`config.mk`:
```
export PLATFORM = sky130hd
export DESIGN_NAME = cpu6502_opcode_decoder
export DESIGN_NICKNAME = d
export VERILOG_FILES = /design/src/sv/c6502dec_pkg.sv /design/src/sv/cpu6502_opcode_decoder.sv
export SDC_FILE = /design/constraint.sdc
export NUM_CORES = 1
export LEC_CHECK = 0
export ABC_CLOCK_PERIOD_IN_PS = 2800
export BUFFER_PORTS_ARGS = -buffer_cell sky130_fd_sc_hd__buf_2
export CAP_MARGIN = 15
export CELL_PAD_IN_SITES_DETAIL_PLACEMENT = 1
export CELL_PAD_IN_SITES_GLOBAL_PLACEMENT = 1
export CORE_AREA = 2 2 88 90
export CTS_BUF_LIST = sky130_fd_sc_hd__clkbuf_16
export CTS_CLUSTER_DIAMETER = 80
export DETAILED_ROUTE_END_ITERATION = 8
export DIE_AREA = 0 0 90 92
export GPL_ROUTABILITY_DRIVEN = 1
export PLACE_DENSITY_LB_ADDON = 0.1
export SLEW_MARGIN = 20
export SYNTH_ARGS = -nofsm -noshare
export SYNTH_HDL_FRONTEND = slang
export SYNTH_SLANG_ARGS = --single-unit
```
`constraint.sdc`:
```
create_clock -name clk -period 2.8 [get_ports clk]
set_input_delay 0.84 -clock clk [delete_from_list [all_inputs] [get_ports clk]]
set_output_delay 0.84 -clock clk [all_outputs]
set_load 0.01 [all_outputs]
```
`src/sv/c6502dec_pkg.sv`:
```
// Package for the 6502 opcode decoder: mnemonic and addressing-mode codes,
// the opcode lookup tables and the decode functions.
// No dependencies.
`default_nettype none

package c6502dec_pkg;

  typedef enum logic [5:0] {
    MN_ADC = 6'd0,  MN_AND = 6'd1,  MN_ASL = 6'd2,  MN_BCC = 6'd3,
    MN_BCS = 6'd4,  MN_BEQ = 6'd5,  MN_BIT = 6'd6,  MN_BMI = 6'd7,
    MN_BNE = 6'd8,  MN_BPL = 6'd9,  MN_BRK = 6'd10, MN_BVC = 6'd11,
    MN_BVS = 6'd12, MN_CLC = 6'd13, MN_CLD = 6'd14, MN_CLI = 6'd15,
    MN_CLV = 6'd16, MN_CMP = 6'd17, MN_CPX = 6'd18, MN_CPY = 6'd19,
    MN_DEC = 6'd20, MN_DEX = 6'd21, MN_DEY = 6'd22, MN_EOR = 6'd23,
    MN_INC = 6'd24, MN_INX = 6'd25, MN_INY = 6'd26, MN_JMP = 6'd27,
    MN_JSR = 6'd28, MN_LDA = 6'd29, MN_LDX = 6'd30, MN_LDY = 6'd31,
    MN_LSR = 6'd32, MN_NOP = 6'd33, MN_ORA = 6'd34, MN_PHA = 6'd35,
    MN_PHP = 6'd36, MN_PLA = 6'd37, MN_PLP = 6'd38, MN_ROL = 6'd39,
    MN_ROR = 6'd40, MN_RTI = 6'd41, MN_RTS = 6'd42, MN_SBC = 6'd43,
    MN_SEC = 6'd44, MN_SED = 6'd45, MN_SEI = 6'd46, MN_STA = 6'd47,
    MN_STX = 6'd48, MN_STY = 6'd49, MN_TAX = 6'd50, MN_TAY = 6'd51,
    MN_TSX = 6'd52, MN_TXA = 6'd53, MN_TXS = 6'd54, MN_TYA = 6'd55
  } mnemonic_t;

  typedef enum logic [3:0] {
    AM_ABS  = 4'd0,
    AM_IMPL = 4'd1,
    AM_IMM  = 4'd2,
    AM_IND  = 4'd3,
    AM_ZP   = 4'd4,
    AM_ACC  = 4'd5,
    AM_REL  = 4'd6,
    AM_INDY = 4'd7,
    AM_ZPX  = 4'd8,
    AM_ZPY  = 4'd9,
    AM_ABSY = 4'd10,
    AM_ABSX = 4'd11
  } addr_mode_t;

  localparam logic [1:0] GRP_00 = 2'd0;
  localparam logic [1:0] GRP_01 = 2'd1;
  localparam logic [1:0] GRP_10 = 2'd2;
  localparam logic [1:0] GRP_11 = 2'd3;

  localparam logic [2:0] ROW_BIT = 3'd1;
  localparam logic [2:0] ROW_JMP = 3'd3;
  localparam logic [2:0] ROW_ST  = 3'd4;
  localparam logic [2:0] ROW_LD  = 3'd5;
  localparam logic [2:0] COL_IMM = 3'd2;

  // Table entry: bit 6 is the known flag, bits 5-0 the mnemonic.
  typedef logic [6:0] tab_entry_t;

  localparam tab_entry_t EMPTY = 7'd0;

  // Indexed by {row, column}.
  localparam tab_entry_t TAB_G00 [64] = '{
    {1'b1, MN_BRK}, {1'b1, MN_NOP}, {1'b1, MN_PHP}, {1'b1, MN_NOP},
    {1'b1, MN_BPL}, {1'b1, MN_NOP}, {1'b1, MN_CLC}, {1'b1, MN_NOP},
    {1'b1, MN_JSR}, {1'b1, MN_BIT}, {1'b1, MN_PLP}, {1'b1, MN_BIT},
    {1'b1, MN_BMI}, {1'b1, MN_NOP}, {1'b1, MN_SEC}, {1'b1, MN_NOP},
    {1'b1, MN_RTI}, {1'b1, MN_NOP}, {1'b1, MN_PHA}, {1'b1, MN_JMP},
    {1'b1, MN_BVC}, {1'b1, MN_NOP}, {1'b1, MN_CLI}, {1'b1, MN_NOP},
    {1'b1, MN_RTS}, {1'b1, MN_NOP}, {1'b1, MN_PLA}, {1'b1, MN_JMP},
    {1'b1, MN_BVS}, {1'b1, MN_NOP}, {1'b1, MN_SEI}, {1'b1, MN_NOP},
    {1'b1, MN_NOP}, {1'b1, MN_STY}, {1'b1, MN_DEY}, {1'b1, MN_STY},
    {1'b1, MN_BCC}, {1'b1, MN_STY}, {1'b1, MN_TYA}, EMPTY,
    {1'b1, MN_LDY}, {1'b1, MN_LDY}, {1'b1, MN_TAY}, {1'b1, MN_LDY},
    {1'b1, MN_BCS}, {1'b1, MN_LDY}, {1'b1, MN_CLV}, {1'b1, MN_LDY},
    {1'b1, MN_CPY}, {1'b1, MN_CPY}, {1'b1, MN_INY}, {1'b1, MN_CPY},
    {1'b1, MN_BNE}, {1'b1, MN_NOP}, {1'b1, MN_CLD}, {1'b1, MN_NOP},
    {1'b1, MN_CPX}, {1'b1, MN_CPX}, {1'b1, MN_INX}, {1'b1, MN_CPX},
    {1'b1, MN_BEQ}, {1'b1, MN_NOP}, {1'b1, MN_SED}, {1'b1, MN_NOP}
  };

  // Indexed by row.
  localparam tab_entry_t TAB_G01 [8] = '{
    {1'b1, MN_ORA}, {1'b1, MN_AND}, {1'b1, MN_EOR}, {1'b1, MN_ADC},
    {1'b1, MN_STA}, {1'b1, MN_LDA}, {1'b1, MN_CMP}, {1'b1, MN_SBC}
  };

  // Indexed by {row, column}.
  localparam tab_entry_t TAB_G10 [64] = '{
    EMPTY,          {1'b1, MN_ASL}, {1'b1, MN_ASL}, {1'b1, MN_ASL},
    EMPTY,          {1'b1, MN_ASL}, {1'b1, MN_NOP}, {1'b1, MN_ASL},
    EMPTY,          {1'b1, MN_ROL}, {1'b1, MN_ROL}, {1'b1, MN_ROL},
    EMPTY,          {1'b1, MN_ROL}, {1'b1, MN_NOP}, {1'b1, MN_ROL},
    EMPTY,          {1'b1, MN_LSR}, {1'b1, MN_LSR}, {1'b1, MN_LSR},
    EMPTY,          {1'b1, MN_LSR}, {1'b1, MN_NOP}, {1'b1, MN_LSR},
    EMPTY,          {1'b1, MN_ROR}, {1'b1, MN_ROR}, {1'b1, MN_ROR},
    EMPTY,          {1'b1, MN_ROR}, {1'b1, MN_NOP}, {1'b1, MN_ROR},
    {1'b1, MN_NOP}, {1'b1, MN_STX}, {1'b1, MN_TXA}, {1'b1, MN_STX},
    EMPTY,          {1'b1, MN_STX}, {1'b1, MN_TXS}, EMPTY,
    {1'b1, MN_LDX}, {1'b1, MN_LDX}, {1'b1, MN_TAX}, {1'b1, MN_LDX},
    EMPTY,          {1'b1, MN_LDX}, {1'b1, MN_TSX}, {1'b1, MN_LDX},
    {1'b1, MN_NOP}, {1'b1, MN_DEC}, {1'b1, MN_DEX}, {1'b1, MN_DEC},
    EMPTY,          {1'b1, MN_DEC}, {1'b1, MN_NOP}, {1'b1, MN_DEC},
    {1'b1, MN_NOP}, {1'b1, MN_INC}, {1'b1, MN_NOP}, {1'b1, MN_INC},
    EMPTY,          {1'b1, MN_INC}, {1'b1, MN_NOP}, {1'b1, MN_INC}
  };

  function automatic tab_entry_t lookup(input logic [7:0] op);
    logic [2:0] row;
    logic [2:0] col;
    logic [1:0] grp;
    tab_entry_t entry;
    row = op[7:5];
    col = op[4:2];
    grp = op[1:0];
    unique case (grp)
      GRP_00: entry = TAB_G00[{row, col}];
      GRP_01: begin
        if (row == ROW_ST && col == COL_IMM) begin
          entry = {1'b1, MN_NOP};
        end else begin
          entry = TAB_G01[row];
        end
      end
      GRP_10: entry = TAB_G10[{row, col}];
      GRP_11: entry = EMPTY;
      default: entry = EMPTY;
    endcase
    return entry;
  endfunction

  function automatic addr_mode_t mode_of(input logic [7:0] op);
    logic [2:0] row;
    logic [2:0] col;
    logic [1:0] grp;
    logic yidx;
    addr_mode_t mode;
    row = op[7:5];
    col = op[4:2];
    grp = op[1:0];
    yidx = grp[1] && (row == ROW_ST || row == ROW_LD);
    unique case (col)
      3'd0: begin
        if (grp == GRP_00) begin
          if (row == ROW_BIT) begin
            mode = AM_ABS;
          end else if (row <= ROW_JMP) begin
            mode = AM_IMPL;
          end else begin
            mode = AM_IMM;
          end
        end else if (grp == GRP_10) begin
          mode = AM_IMM;
        end else begin
          mode = AM_IND;
        end
      end
      3'd1: mode = AM_ZP;
      3'd2: begin
        if (grp == GRP_00) begin
          mode = AM_IMPL;
        end else if (grp == GRP_10) begin
          mode = (row <= ROW_JMP) ? AM_ACC : AM_IMPL;
        end else begin
          mode = AM_IMM;
        end
      end
      3'd3: mode = (grp == GRP_00 && row == ROW_JMP) ? AM_IND : AM_ABS;
      3'd4: mode = (grp == GRP_00) ? AM_REL : AM_INDY;
      3'd5: mode = yidx ? AM_ZPY : AM_ZPX;
      3'd6: mode = grp[0] ? AM_ABSY : AM_IMPL;
      3'd7: mode = yidx ? AM_ABSY : AM_ABSX;
      default: mode = AM_ABS;
    endcase
    return mode;
  endfunction

endpackage

`default_nettype wire

```
`src/sv/cpu6502_opcode_decoder.sv`:
```
// Top level of the 6502 opcode decoder: input register, table decode and
// result register. Depends on c6502dec_pkg.
//
//   channel  direction  handshake              payload
//   in       in         in_valid / in_stall    opcode_byte
//   out      out        out_valid / out_stall  known, mnemonic, address_mode
//
// Each request is registered, decoded through the constant tables and
// registered again in the result register.
// One request is taken every cycle while the output is not stalled.
// A stall on the output holds the result register, and the input
// register then holds one more request before in_stall rises.
// Reset clears both valid flags; no request is in flight after reset.
`default_nettype none

module cpu6502_opcode_decoder
  import c6502dec_pkg::*;
(
  input  wire logic       clk,
  input  wire logic       rst,
  input  wire logic       in_valid,
  output logic            in_stall,
  input  wire logic [7:0] opcode_byte,
  output logic            out_valid,
  input  wire logic       out_stall,
  output logic            known,
  output logic [5:0]      mnemonic,
  output logic [3:0]      address_mode
);

  logic       s1_valid;
  logic [7:0] s1_byte;
  logic       out_free;
  tab_entry_t entry;
  addr_mode_t mode;

  assign out_free = !out_valid || !out_stall;
  assign in_stall = s1_valid && !out_free;
  assign entry    = lookup(s1_byte);
  assign mode     = mode_of(s1_byte);

  always_ff @(posedge clk) begin
    if (rst) begin
      s1_valid  <= 1'b0;
      out_valid <= 1'b0;
    end else begin
      if (!in_stall) begin
        s1_valid <= in_valid;
      end
      if (out_free) begin
        out_valid <= s1_valid;
      end
    end
    if (in_valid && !in_stall) begin
      s1_byte <= opcode_byte;
    end
    if (out_free && s1_valid) begin
      known        <= entry[6];
      mnemonic     <= entry[5:0];
      address_mode <= mode;
    end
  end

  a_unknown_zero: assert property (@(posedge clk) disable iff (rst)
    out_valid && !known |-> mnemonic == MN_ADC)
    else $error("unknown opcode carries a nonzero mnemonic");

  a_mode_range: assert property (@(posedge clk) disable iff (rst)
    out_valid |-> address_mode <= AM_ABSX)
    else $error("addressing mode out of range");

  a_stall_full: assert property (@(posedge clk) disable iff (rst)
    in_stall |-> s1_valid && out_valid && out_stall)
    else $error("input stalled while the pipeline has room");

  a_request_taken: assert property (@(posedge clk) disable iff (rst)
    in_valid && !in_stall |=> s1_valid)
    else $error("accepted request lost in the input register");

endmodule

`default_nettype wire

```
# [Word level (Yosys, flattened, before mapping)]
# Memories as Yosys holds them, arrays and structs flattened.
# Cells that the tools add are included.
[classes] order_cmp=3 eq_ne=14 n_mux=21 bitwise_logic=2 reduce_logical=14
[op_table] cell="$mux W7" n=7
[op_table] cell="$pmux W4 S8" n=1
[op_table] cell="$pmux W7 S4" n=1
[op_table] cell="$eq A3 B3 Y1 const B" n=6
[op_table] cell="$eq A3 B2 Y1 const B" n=3
[op_table] cell="$mux W3" n=3
[op_table] cell="$mux W4" n=2
[op_table] cell="$ge A7 B7 Y1 const B" n=1
[op_table] cell="$not A6 Y7" n=1
[op_table] cell="$eq A3 B1 Y1 const B" n=2
[op_table] cell="$logic_and A1 B1 Y1" n=6
[op_table] cell="$mux W2" n=3
[op_table] cell="$eq A2 B2 Y1 const B" n=2
[op_table] cell="$ge A4 B4 Y1 const B" n=1
[op_table] cell="$logic_not A1 Y1" n=4
[op_table] cell="$mux W1" n=4
[op_table] cell="$not A3 Y4" n=1
[op_table] cell="$le A3 B2 Y1 const B" n=1
[op_table] cell="$logic_not A3 Y1" n=1
[op_table] cell="$eq A2 B1 Y1 const B" n=1
[op_table] cell="$logic_not A2 Y1" n=1
[op_table] cell="$logic_or A1 B1 Y1" n=2
[totals] reg_bits=21 mem_bits_ro=952 input_bits=12 out_inout_bits=13 wordCells=63 n_memories=3
[mem_list] memory="(no name shown)" depth=64 word_bits=7 rd=1 rd_clocked_by_memory_dff=0 write_ports=0 line="c6502dec_pkg.sv:119" text="GRP_10: entry = TAB_G10[{row, col}];"
[mem_list] memory="(no name shown)" depth=64 word_bits=7 rd=1 rd_clocked_by_memory_dff=0 write_ports=0 line="c6502dec_pkg.sv:111" text="GRP_00: entry = TAB_G00[{row, col}];"
[mem_list] memory="(no name shown)" depth=8 word_bits=7 rd=1 rd_clocked_by_memory_dff=0 write_ports=0 line="c6502dec_pkg.sv:116" text="entry = TAB_G01[row];"

# [Longest topological paths before layout]
[logic_depth] word_depth=6 ltp_mapped=10 depth_no_buf=7

# [Worst setup path before layout]
# OpenSTA, ideal clock, no wires.
[synth_timing] kind="register -> register" startpoint="reg s1_byte[2]" endpoint="reg mnemonic[2], data pin" setup_time_ns=0.265 arrival_ns=1.853 t_required_ns=2.535 path_slack_ns=0.681 path_stages_with_launch=10 n_path_buf=3 period_less_slack_ns=2.119 cell_sequence="edfxtp_1 > buf_2 > inv_1 > ha_1 > clkbuf_2 > buf_2 > nand2_1 > o21ai_0 > a21oi_1 > or3_1"
[synth_via] elab_chain_len=5 elab_cells_between_ends=11 cone_classes="1 x eq/ne; 6 x mux; 1 x bitwise; 1 x reduce/logical; 2 x memory"
[synth_rtl] element="start: declaration" line="cpu6502_opcode_decoder.sv:32" text="logic [7:0] s1_byte;"
[synth_rtl] element="start signal: assignment" line="cpu6502_opcode_decoder.sv:55" text="s1_byte <= opcode_byte;"
[synth_rtl] element="$not A6 Y7 (implied by the code)" line="c6502dec_pkg.sv:111, c6502dec_pkg.sv:119"
[synth_rtl] element="$mem_v2 Z64 W7 (on tied branches)"
[synth_rtl] element="$mux W7 (on tied branches) (2 in series)" line="c6502dec_pkg.sv:119, c6502dec_pkg.sv:111"
[synth_rtl] element="$pmux W7 S4 (*)" line="c6502dec_pkg.sv:110" text="unique case (grp)"
[synth_rtl] element="via entry[2]" line="cpu6502_opcode_decoder.sv:34" text="tab_entry_t entry;"
[synth_rtl] element="end signal: assignment" line="cpu6502_opcode_decoder.sv:59" text="mnemonic <= entry[5:0];"
[synth_rtl] element="end: declaration" line="cpu6502_opcode_decoder.sv:27" text="output logic [5:0] mnemonic,"
# The timed path passes the listed nets; every way through them passes the cells marked *. The select of a mux whose other input is x is not followed.
# A chain may end at the register's enable or synchronous reset.

# [Worst setup path in the final report]
[layout_timing] startpoint="reg s1_byte[3]" endpoint="reg mnemonic[2], data pin"
# The elaborated chain is that of the path after synthesis.

==> impl_metrics.json <==
{
  "drive_above_1_share_pct": 16.48,
  "post-dp-hpwl_mm": 4.909,
  "clock.fmax_mhz": 405.6,
  "nFillCells": 910,
  "worstPathArrival_ns": 2.47,
  "routed_via_density": 5.220,
  "yosysUniqueCellTypes": 52,
  "cts_root_buffer": "clkbuf_16",
  "final.period_utilization_pct": 88.04,
  "synth_edf_count": 19,
  "grt_max_degree": 37,
  "synth_nets": 267,
  "netlist_area_sq_mm": 0.001929,
  "synthToLayoutAreaGrowth_pct": 15.30,
  "drc_errors": 0,
  "tns_ns": 0,
  "ctsHtreeMaxLevel": 1,
  "cts_tree": "yes",
  "post_cts_buffers": 0,
  "ir_drop_mv": 0.1998,
  "critPathSlowestCell": "ha_1",
  "finalClockSkew_ns": 0.003939,
  "rows": 32,
  "synthArstFlopShare_pct": 0,
  "cp.required_ns": 2.80,
  "leakagePower_nw": 0.8311,
  "slowest_delay_ns": 0.56,
  "synth.yosys.warnings": 0,
  "cts-hold-fix-buffers": 0,
  "ys_top_cells_by_count": "a21oi_1, nor2_1, nand2_1, edfxtp_1, o21ai_0",
  "dpl-instance-area_sq_mm": 0.002145,
  "rsz0062_at_grt": "no",
  "drt_pass1_iterations": 4,
  "cp_cell_sequence": "inv_1 -> ha_1 -> a21oi_1 -> a22oi_1 -> a311oi_1 -> or3_1",
  "fin_area_sq_mm": 0.002225,
  "instances_no_fill": 363,
  "syn_area_per_cell_sq_um": 7.875,
  "worstHoldPathType": "reg -> reg",
  "slew_violations": 0,
  "synth_compound_area_share_pct": 26.07,
  "cap_violations": 0,
  "fp.coreArea_sq_mm": 0.007447,
  "drt_wl_total_mm": 6.764,
  "cts_resized": 0,
  "synth_mux_area_share_pct": 0.5188,
  "ios": 25,
  "port_buffers": 24,
  "netlist_instances": 245,
  "fp.dieH_um": 92,
  "routabilityCongestion": 0.8261,
  "cts_buffers": 3,
  "routed-via-count": 1895,
  "synth_top_family_by_area": "simple AND/OR/NAND/NOR gates",
  "fin_crit_ns": 2.465,
  "grt_pass1_vias": 1949,
  "cts_buffer_depth": 2,
  "tightest_slew_ns": 0.6059,
  "max_slew_margin_pct": 59.61,
  "hold_viol": 0,
  "status": "finished clean",
  "crit_type": "reg -> reg",
  "p_per_area_mw_per_mm2": 425.1,
  "cts.sinks": 21,
  "path_max_fanout": 15,
  "grt-ovfl-total": 0,
  "synth_most_common_cell": "a21oi_1",
  "dieArea_sq_mm": 0.008280,
  "grt_use_total_pct": 16.55,
  "path_clk_slew_ns": 0.07,
  "multi_input_area_sq_mm": 0.001169,
  "grt_pass1_wl_mm": 10.67,
  "yosysTopAreaCellShare_pct": 29.57,
  "synth_area_leader_cell": "edfxtp_1",
  "die_w_um": 90,
  "place_ws_ns": 0.3488,
  "wl_per_cell_um": 18.63,
  "setup_viol": 0,
  "synth-simple-area-share_pct": 27.04,
  "dp.cells": 359,
  "setup_slack_ns": 0.3348,
  "synth-adder-area-share_pct": 6.485,
  "synth_area_leaders": "edfxtp_1, a21oi_1, ha_1",
  "worst_setup_path_start_kind": "flip-flop",
  "final_nets": 284,
  "synth_top_flop_cell": "edfxtp_1",
  "yosysSeqAreaShare_pct": 31.65,
  "antenna_found_initial": 0,
  "drtAntennaViolNets": 0,
  "finalPower_uw": 945.7,
  "drt_first_iter_violations": 160,
  "antennaDiodeCount": 0,
  "synthXorXnorAreaFrac_pct": 0.4540,
  "start_util_pct": 25.91,
  "ff_latch_area_sq_um": 610.6,
  "ys_ff_latch": 21,
  "crit_path_end_kind": "flip-flop",
  "clk-insertion-delay-late_ns": 0.26
}
critical path: cells and delay by family (launching register included):
kind,cells,cell delay (ns)
compound gates,3,0.64
buf+inv,1,0.15
flops,1,0.47
fa+ha+maj,1,0.56
simple gates,1,0.38
metrics by stage:
stage | util, % | hold slack (ns)
after floorplan | - | 0.4440
after global placement | 28.80 | 0.4702
after detailed placement | 28.80 | 0.4795
after CTS | 29.87 | 0.4958
after global routing | 29.87 | 0.5307
final | 29.87 | 0.4879
worst paths after layout:
kind / from / to / slack, ns / depth (start not counted)
worst max-delay path: s1_byte[3] / mnemonic[2] / 0.33 / 6
worst min-delay path: s1_valid / out_valid / 0.49 / 2
worst max register to register: s1_byte[3] / mnemonic[2] / 0.33 / 6
worst min register to register: s1_valid / out_valid / 0.49 / 2
cell usage in the layout, fill, tap and decap left out, drive strengths merged, types with 2 or more instances in the layout:
cell / count
clkinv: 2
o311ai: 2
ha: 10
inv: 5
nand3: 8
nor2: 25
a2111oi: 2
nor2b: 12
nor4: 2
or2: 3
o2111ai: 3
nand2b: 13
nand2: 22
dfxtp: 2
or4: 2
a211oi: 3
a21oi: 26
o31ai: 2
nor3: 6
nor3b: 2
a21boi: 3
edfxtp: 19
clkbuf: 3
o21ai: 19
o22ai: 2
a31oi: 6
or3: 2
buf: 35
layer usage:
metal  routed length (um)  share of wire [%]  vias up  global-route usage, %
met5                    0                  0        -                      0
met2                 3009                 44       49                  26.38
met1                 3264                 48      903                  22.58
met4                  225                3.3        0                  7.308
met3                  264                3.9       14                  1.972
li1                     -                  -      929                      -
power by group:
group	switching (mW)	total (mW)	internal, mW
registers	0.0175	0.383	0.366
clock network	0.132	0.325	0.193
logic	0.149	0.238	0.0894
total	0.298	0.946	0.648
cell type report:
cell class,instances,share of cell area (%)
clock buffer,3,3.375
clock inverter,1,0.2250
inverter,6,1.012
multi-input combinational,195,52.53
sequential,21,27.45
tap,102,5.737
timing repair buffer,35,9.674
flip-flops by register name, summed over array words and instances, names as in the netlist:
signal / flops
s1_byte: 8
mnemonic: 6
address_mode: 4
known: 1
out_valid: 1
s1_valid: 1
kinds of logic (layout without fill, tap and decap cells):
group           Yosys count  count (layout)
compound gates           80              80
xor+xnor                  1               1
fa+ha+maj                10              10
buf+inv                  29              45
flops                    21              21
mux                       1               1
simple gates            103             103
(Power assumes the default switching activity.)
